==> config.mk <==
export PLATFORM = sky130hd
export DESIGN_NAME = sorted_can_id_table_unit
export DESIGN_NICKNAME = d
export VERILOG_FILES = /design/src/sv/cidt_pkg.sv /design/src/sv/cidt_mem.sv /design/src/sv/cidt_ctrl.sv /design/src/sv/sorted_can_id_table_unit.sv
export SDC_FILE = /design/constraint.sdc
export NUM_CORES = 2
export LEC_CHECK = 0
export BUFFER_PORTS_ARGS = -buffer_cell sky130_fd_sc_hd__buf_2
export CAP_MARGIN = 40
export CELL_PAD_IN_SITES_DETAIL_PLACEMENT = 1
export CELL_PAD_IN_SITES_GLOBAL_PLACEMENT = 1
export CORE_MARGIN = 1.5
export CORE_UTILIZATION = 40
export DETAILED_ROUTE_END_ITERATION = 6
export PLACE_DENSITY = 0.72
export SLEW_MARGIN = 40
export SYNTH_ARGS = -nofsm -noshare
export SYNTH_HDL_FRONTEND = slang
export SYNTH_HIERARCHICAL = 1
export SYNTH_SLANG_ARGS = --single-unit
export TNS_END_PERCENT = 50
==> constraint.sdc <==
create_clock -name clk -period 11 [get_ports clk]
set_input_delay 2.2 -clock clk [delete_from_list [all_inputs] [get_ports clk]]
set_output_delay 2.2 -clock clk [all_outputs]
set_load 0.02 [all_outputs]
==> src/sv/cidt_pkg.sv <==
// Shared types and constants for the sorted CAN identifier table.
// Used by cidt_mem, cidt_ctrl and sorted_can_id_table_unit.
`default_nettype none
package cidt_pkg;

  localparam int TABLE_SIZE_DEF = 16;
  localparam int ID_W           = 29;
  localparam int PAY_W          = 64;
  localparam int SLOT_W         = 4;
  localparam int OP_W           = 2;

  typedef enum logic [OP_W-1:0] {
    OP_STORE  = 2'd0,
    OP_CLEAR  = 2'd1,
    OP_READ   = 2'd2,
    OP_UNUSED = 2'd3
  } op_t;

  typedef enum logic [2:0] {
    ST_IDLE,
    ST_SCAN,
    ST_SHIFT_RD,
    ST_SHIFT_CMP,
    ST_READ_RD,
    ST_READ_WAIT,
    ST_DONE
  } state_t;

  typedef struct packed {
    logic [ID_W-1:0]  id;
    logic [PAY_W-1:0] payload;
  } entry_t;

  typedef struct packed {
    logic [SLOT_W-1:0] slot;
    logic              was_new;
    logic [ID_W-1:0]   id;
    logic [PAY_W-1:0]  payload;
  } result_t;

endpackage
`default_nettype wire

==> src/sv/cidt_mem.sv <==
// Table storage: one write port, one registered read port, per-entry valid bits.
// Entries that are not valid read as zero. Depends on cidt_pkg.
`default_nettype none
module cidt_mem
  import cidt_pkg::*;
#(
  parameter int DEPTH = TABLE_SIZE_DEF,
  parameter int AW    = $clog2(DEPTH)
) (
  input  wire logic          clk,
  input  wire logic          rst,
  input  wire logic          we,
  input  wire logic [AW-1:0] waddr,
  input  wire entry_t        wdata,
  input  wire logic          re,
  input  wire logic [AW-1:0] raddr,
  input  wire logic          clr,
  output entry_t             rdata
);

  entry_t             mem [DEPTH];
  logic [DEPTH-1:0]   valid;
  entry_t             rdata_q;
  logic               rvalid_q;

  always_ff @(posedge clk) begin
    if (we) begin
      mem[waddr] <= wdata;
    end
    if (re) begin
      rdata_q  <= mem[raddr];
      rvalid_q <= valid[raddr];
    end
  end

  always_ff @(posedge clk) begin
    if (rst || clr) begin
      valid <= '0;
    end else if (we) begin
      valid[waddr] <= 1'b1;
    end
  end

  assign rdata = rvalid_q ? rdata_q : '0;

endmodule
`default_nettype wire

==> src/sv/cidt_ctrl.sv <==
// Sequencer for the table: identifier scan, insertion shift, read and clear.
// Equality and less-than identifier comparators on the read data serve scan and shift. Depends on cidt_pkg.
`default_nettype none
module cidt_ctrl
  import cidt_pkg::*;
#(
  parameter int TABLE_SIZE = TABLE_SIZE_DEF,
  parameter int AW         = $clog2(TABLE_SIZE),
  parameter int CNT_W      = $clog2(TABLE_SIZE + 1)
) (
  input  wire logic              clk,
  input  wire logic              rst,
  input  wire logic              in_valid,
  output logic                   in_ready,
  input  wire logic [OP_W-1:0]   operation,
  input  wire logic [ID_W-1:0]   frame_id,
  input  wire logic [PAY_W-1:0]  frame_payload,
  input  wire logic [SLOT_W-1:0] read_slot,
  output logic                   res_valid,
  input  wire logic              res_take,
  output result_t                res,
  output logic                   mem_we,
  output logic [AW-1:0]          mem_waddr,
  output entry_t                 mem_wdata,
  output logic                   mem_re,
  output logic [AW-1:0]          mem_raddr,
  output logic                   mem_clr,
  input  wire entry_t            mem_rdata
);

  localparam logic [AW-1:0]    LAST   = AW'(TABLE_SIZE - 1);
  localparam logic [CNT_W-1:0] SIZE_C = CNT_W'(TABLE_SIZE);

  state_t               state;
  state_t               state_next;
  op_t                  op_q;
  logic [ID_W-1:0]      fid_q;
  logic [PAY_W-1:0]     fpay_q;
  logic [SLOT_W-1:0]    rs_q;
  logic [CNT_W-1:0]     scan_idx;
  logic [AW-1:0]        chk_idx;
  logic                 rd_pend;
  logic [AW-1:0]        pos;
  logic                 id_eq;
  logic                 id_lt;
  logic                 match;
  logic                 rs_in_range;
  entry_t               frame;

  assign id_eq       = mem_rdata.id == fid_q;
  assign id_lt       = mem_rdata.id < fid_q;
  assign match       = rd_pend && id_eq;
  assign rs_in_range = int'(read_slot) < TABLE_SIZE;
  assign frame       = '{id: fid_q, payload: fpay_q};

  always_comb begin
    state_next = state;
    case (state)
      ST_IDLE: begin
        if (in_valid) begin
          case (op_t'(operation))
            OP_STORE: state_next = ST_SCAN;
            OP_READ:  state_next = rs_in_range ? ST_READ_RD : ST_DONE;
            default:  state_next = ST_DONE;
          endcase
        end
      end
      ST_SCAN: begin
        if (match) begin
          state_next = ST_DONE;
        end else if (rd_pend && chk_idx == LAST) begin
          state_next = ST_SHIFT_RD;
        end
      end
      ST_SHIFT_RD:  state_next = (pos == LAST) ? ST_DONE : ST_SHIFT_CMP;
      ST_SHIFT_CMP: state_next = id_lt ? ST_SHIFT_RD : ST_DONE;
      ST_READ_RD:   state_next = ST_READ_WAIT;
      ST_READ_WAIT: state_next = ST_DONE;
      ST_DONE: begin
        if (res_take) begin
          state_next = ST_IDLE;
        end
      end
      default: state_next = ST_IDLE;
    endcase
  end

  always_comb begin
    in_ready  = 1'b0;
    res_valid = 1'b0;
    mem_we    = 1'b0;
    mem_waddr = pos;
    mem_wdata = frame;
    mem_re    = 1'b0;
    mem_raddr = scan_idx[AW-1:0];
    mem_clr   = 1'b0;
    case (state)
      ST_IDLE: in_ready = 1'b1;
      ST_SCAN: begin
        mem_re    = scan_idx < SIZE_C;
        mem_we    = match;
        mem_waddr = chk_idx;
      end
      ST_SHIFT_RD: begin
        if (pos == LAST) begin
          mem_we = 1'b1;
        end else begin
          mem_re    = 1'b1;
          mem_raddr = pos + AW'(1);
        end
      end
      ST_SHIFT_CMP: begin
        mem_we    = 1'b1;
        mem_wdata = id_lt ? mem_rdata : frame;
      end
      ST_READ_RD: begin
        mem_re    = 1'b1;
        mem_raddr = AW'(rs_q);
      end
      ST_DONE: begin
        res_valid = 1'b1;
        mem_clr   = op_q == OP_CLEAR;
      end
      default: in_ready = 1'b0;
    endcase
  end

  always_ff @(posedge clk) begin
    if (rst) begin
      state <= ST_IDLE;
    end else begin
      state <= state_next;
    end
  end

  always_ff @(posedge clk) begin
    if (rst) begin
      rd_pend <= 1'b0;
    end else begin
      case (state)
        ST_IDLE: begin
          rd_pend <= 1'b0;
          if (in_valid) begin
            op_q     <= op_t'(operation);
            fid_q    <= frame_id;
            fpay_q   <= frame_payload;
            rs_q     <= read_slot;
            scan_idx <= '0;
            res      <= '{slot: (op_t'(operation) == OP_READ) ? read_slot : {SLOT_W{1'b0}},
                          was_new: 1'b0, id: {ID_W{1'b0}}, payload: {PAY_W{1'b0}}};
          end
        end
        ST_SCAN: begin
          rd_pend <= mem_re;
          chk_idx <= scan_idx[AW-1:0];
          pos     <= '0;
          if (mem_re) begin
            scan_idx <= scan_idx + CNT_W'(1);
          end
          if (match) begin
            res <= '{slot: SLOT_W'(chk_idx), was_new: 1'b0, id: fid_q, payload: fpay_q};
          end
        end
        ST_SHIFT_RD: begin
          if (pos == LAST) begin
            res <= '{slot: SLOT_W'(pos), was_new: 1'b1, id: fid_q, payload: fpay_q};
          end
        end
        ST_SHIFT_CMP: begin
          if (id_lt) begin
            pos <= pos + AW'(1);
          end else begin
            res <= '{slot: SLOT_W'(pos), was_new: 1'b1, id: fid_q, payload: fpay_q};
          end
        end
        ST_READ_WAIT: begin
          res <= '{slot: rs_q, was_new: 1'b0, id: mem_rdata.id, payload: mem_rdata.payload};
        end
        default: rd_pend <= rd_pend;
      endcase
    end
  end

`ifndef SYNTHESIS
  a_no_write_on_clear: assert property (@(posedge clk) disable iff (rst)
    !(mem_we && mem_clr))
    else $error("table write and clear in the same cycle");

  a_busy_after_transfer: assert property (@(posedge clk) disable iff (rst)
    (in_valid && in_ready) |=> state != ST_IDLE)
    else $error("sequencer idle right after an input transfer");

  a_result_held: assert property (@(posedge clk) disable iff (rst)
    (res_valid && !res_take) |=> (res_valid && $stable(res)))
    else $error("pending result dropped or changed");

  a_shift_read_then_cmp: assert property (@(posedge clk) disable iff (rst)
    (state == ST_SHIFT_RD && mem_re) |=> state == ST_SHIFT_CMP)
    else $error("shift read not followed by compare");
`endif

endmodule
`default_nettype wire

==> src/sv/sorted_can_id_table_unit.sv <==
// Top level of the sorted CAN identifier table: sequencer, storage and output register.
// Depends on cidt_pkg, cidt_mem and cidt_ctrl.
//
// The table holds TABLE_SIZE frames sorted ascending by identifier. A store first scans
// the slots through the single registered memory read port, one slot per cycle, until
// an identifier match or the last slot; on a miss it then walks up from slot 0, reading
// and comparing each entry it moves. Reads pass through a memory read state and a wait
// state; clears, unused operations and out-of-range reads go straight to the result. The
// input is stalled while an item is in work; a finished result waits in the output
// register without holding up the next transfer in. Reset and clear empty the table at
// once through per-slot valid bits.
`default_nettype none
module sorted_can_id_table_unit
  import cidt_pkg::*;
#(
  parameter int TABLE_SIZE = TABLE_SIZE_DEF
) (
  input  wire logic              clk,
  input  wire logic              rst,
  input  wire logic              in_valid,
  output logic                   in_stall,
  input  wire logic [OP_W-1:0]   operation,
  input  wire logic [ID_W-1:0]   frame_id,
  input  wire logic [PAY_W-1:0]  frame_payload,
  input  wire logic [SLOT_W-1:0] read_slot,
  output logic                   out_valid,
  input  wire logic              out_stall,
  output logic [SLOT_W-1:0]      slot,
  output logic                   was_new,
  output logic [ID_W-1:0]        entry_id,
  output logic [PAY_W-1:0]       entry_payload
);

  localparam int AW = $clog2(TABLE_SIZE);

  logic          in_ready;
  logic          res_valid;
  logic          res_take;
  result_t       res;
  logic          mem_we;
  logic [AW-1:0] mem_waddr;
  entry_t        mem_wdata;
  logic          mem_re;
  logic [AW-1:0] mem_raddr;
  logic          mem_clr;
  entry_t        mem_rdata;

  cidt_ctrl #(
    .TABLE_SIZE(TABLE_SIZE)
  ) u_ctrl (
    .clk(clk),
    .rst(rst),
    .in_valid(in_valid),
    .in_ready(in_ready),
    .operation(operation),
    .frame_id(frame_id),
    .frame_payload(frame_payload),
    .read_slot(read_slot),
    .res_valid(res_valid),
    .res_take(res_take),
    .res(res),
    .mem_we(mem_we),
    .mem_waddr(mem_waddr),
    .mem_wdata(mem_wdata),
    .mem_re(mem_re),
    .mem_raddr(mem_raddr),
    .mem_clr(mem_clr),
    .mem_rdata(mem_rdata)
  );

  cidt_mem #(
    .DEPTH(TABLE_SIZE),
    .AW(AW)
  ) u_mem (
    .clk(clk),
    .rst(rst),
    .we(mem_we),
    .waddr(mem_waddr),
    .wdata(mem_wdata),
    .re(mem_re),
    .raddr(mem_raddr),
    .clr(mem_clr),
    .rdata(mem_rdata)
  );

  assign in_stall = !in_ready;
  assign res_take = res_valid && (!out_valid || !out_stall);

  always_ff @(posedge clk) begin
    if (rst) begin
      out_valid <= 1'b0;
    end else if (res_take) begin
      out_valid <= 1'b1;
    end else if (!out_stall) begin
      out_valid <= 1'b0;
    end
  end

  always_ff @(posedge clk) begin
    if (res_take) begin
      slot          <= res.slot;
      was_new       <= res.was_new;
      entry_id      <= res.id;
      entry_payload <= res.payload;
    end
  end

endmodule
`default_nettype wire
==> out/metrics.cfg <==
[run_status]
status=finished, final reports clean

[cts]
cts_root_buf=clkbuf_16
cts_buffers=190
clock_latency_ns=0.83
post_cts_buffers=0
cts_max_level=4
cts.clk_slew.worst_paths_ns=0.06
max-clock-path-buffers=3
cts_tree=built
cts_hold_buf=0
cts_resized=0
cts.sinks=1911

[drt]
remaining_drc_errors=0
wire_per_inst_um=29.1
drt-initial-drc-count=3083
totalWireLength_um=178000
detail-route-antenna-nets=0
first_pass_iters=5
viasPerCell=5.67
vias=34800

[sta]
worst_pin_slew_ns=0.882
fin_crit_sh_pct=49.5
relSlewSlack_pct=41.2
fmax_ghz=0.184
skew_ns=0.0379
hold_violations=0
setup_viol=0
worst_slack_ns=5.55
drv_slew=0
fin_crit_ns=5.45
rsz0062_at_grt=false

[floorplanning]
placementRows=156
initial_core_util_pct=40.2
chipHeight_um=429
coreArea_um2=180000
io_pins=203
dieArea_um2=184000
die_w_um=429

[placed_design]
place_congestion=0.779
dpl.hpwl_um=99600
post-place-ws_ns=5.34
io_buffers=202

[yosys]
synth_area_leader_cell=edfxtp_1
ys_warn_count=6
netlist_area_um2=72400
yosys.area_share.simple_pct=2.12
async_flop_share_pct=0
muxShareOfSynthArea_pct=13.2
synth_enable_flop_cells=1890
synth_nets=3435
synth_flop_cell=edfxtp_1
netlist_instances=3301
ys_ff_latch=1911
synth_xor_area_share_pct=0.0604
yosysMostFrequentCell=edfxtp_1
yosys.cell_types.count=52
synth_compound_area_share_pct=3.78
synth_adder_area_share_pct=0.535
syn_area_per_cell_um2=21.9
synthTopCellsByCount=1890 x edfxtp_1, 376 x mux4_2, 189 x a22oi_1
yosys-top-cells-area=edfxtp_1 78%, mux4_2 12%, a22oi_1 2.0%
synth_top_family_by_area=multiplexers
seq_area_frac_synth_pct=78.9
synth_top_area_share_pct=78.3

[setup_path]
cp_cell_sequence=buf_6, and2_1, ha_1, nand4_1, nor3_2, and3_1, nand3_1, a21oi_1, nand2b_1, nor4_2, buf_6, buf_6
path_buf_inv=3
critPathKind=flip-flop to flip-flop
worst_path_dominant_cell_family=simple AND/OR/NAND/NOR gates
crit_path_max_incr_delay_ns=0.60
critical_path.max_fanout=66
path_common_cell=buf_6
critPathCaptureType=flip-flop
start_kind=flip-flop
cp.required_ns=11.44
slowest_stage=buf_6
cp.arrival_ns=5.89

[global_routing]
track_usage_pct=19.4
grt_pass1_vias=37400
antenna_found_initial=10
grt_max_degree=102
grt_pass1_wl_um=261000
gr-total-overflow=0

[power]
power.density_nw_per_um2=274
ir_worst_vdd_uv=228
p_leak_nw=26.7

[finish]
area_growth_pct=14.8
nNetsFinal=3737
final_core_utilization_pct=46.1
layout-drive-gt1-share_pct=27.1

[min_path]
hold_class=flip-flop to flip-flop

[job]
maxCapViolations=0

==> worst reg2reg max path, delay by kind of cell (launching register included) <==
family | cells | cell delay, ns
adders and majority gates | 1 | 0.21
AOI/OAI and AO/OA | 1 | 0.44
buffers and inverters | 3 | 1.72
and+or+nand+nor | 7 | 2.29
DFF | 1 | 0.37
==> through the flow <==
step           instances  hold slack, ns  power, mW  TNS [ns]  area (µm²)
6_report            6137           0.413       22.8         0       83100
5_1_grt             6135           0.422       23.7         0       83100
4_1_cts             6131           0.411       23.0         0       83100
3_5_place_dp        5779           0.405       16.4         0       76700
3_3_place_gp        5769           0.402       16.2         0       76400
2_1_floorplan       3301           0.400       14.2   -456.61       72400
==> where the power goes <==
part           internal (mW)  total [mW]  switching, mW  leakage (nW)
Clock                   3.82        6.61           2.78          3.11
Sequential              9.27        9.49          0.224          17.3
Combinational           2.61        6.71           4.10          6.29
==> cell type report <==
type,count,area (µm²)
Multi-Input combinational cell,1174,14500
Timing Repair Buffer,288,2010
Clock inverter,118,1230
Fill cell,16500,97200
Tap cell,2370,2970
Antenna cell,4,10.0
Clock buffer,234,5150
Inverter,38,143
Sequential cell,1911,57200
==> cells in the final DEF, fill, tap and decap left out, types with 6 or more instances in the layout <==
master      netlist  layout
a21oi_1          26      26
a22o_1           93      93
a22oi_1         189     189
and2_1           96      95
buf_12            0       7
buf_16            0       7
buf_2            26     203
buf_4            27      38
buf_6             9      31
bufinv_16         0      21
clkbuf_1         87      28
clkbuf_16         0     196
clkbuf_8          0      10
clkinv_1          0      37
clkinv_2          0      37
clkinvlp_4        0      11
dfxtp_1          21      21
edfxtp_1       1890    1890
ha_1             31      31
inv_1            36      36
mux2_1           59      59
mux2_2           34      34
mux4_2          376     376
nand2_1         123     122
nand3_1          13      13
nor2_1           33      24
nor2_4            0       9
nor3_2            0       7
nor4_2            0       6
o21a_1           16      16
o21ai_0           8       7
==> logic make-up after synthesis <==
logic type,after synthesis
multiplexers,472
buffers and inverters,216
AND/OR/NAND/NOR,311
flip-flops,1911
adder cells (fa/ha/maj),31
AO/OA/AOI/OAI,355
XOR/XNOR,5
==> routing by layer <==
| layer | GRT usage [%] | share of wire, % | vias to the layer above |
|---|---|---|---|
| li1 | - | - | 14400 |
| met1 | 25.4 | 40 | 19000 |
| met2 | 33.4 | 52 | 1184 |
| met3 | 3.00 | 5.5 | 231 |
| met4 | 5.52 | 2.5 | 0 |
| met5 | 0 | 0 | - |
==> sequential cells by signal, summed over array words and instances (netlist names) <==
register	flops
u_ctrl/op_q	2
u_ctrl/rs_q	4
u_ctrl/chk_idx	4
u_mem/rdata_q	93
u_mem/rvalid_q	1
out_valid	1
u_ctrl/fpay_q	64
u_ctrl/rd_pend	1
u_ctrl/res	98
u_mem/valid	16
u_mem/mem	1488
slot	4
entry_payload	64
was_new	1
u_ctrl/state	3
u_ctrl/fid_q	29
u_ctrl/pos	4
entry_id	29
u_ctrl/scan_idx	5
==> path summary, 6_finish.rpt <==
path / slack (ns) / from / depth (start not counted) / end
setup / recovery: 5.55 / u_mem/rvalid_q / 12 / u_mem/mem[0][4]
hold / removal: 0.41 / u_ctrl/res[5] / 0 / entry_payload[5]
setup reg to reg: 5.55 / u_mem/rvalid_q / 12 / u_mem/mem[0][4]
hold reg to reg: 0.41 / u_ctrl/res[5] / 0 / entry_payload[5]
Note: power is estimated with default switching activity, not from simulation.
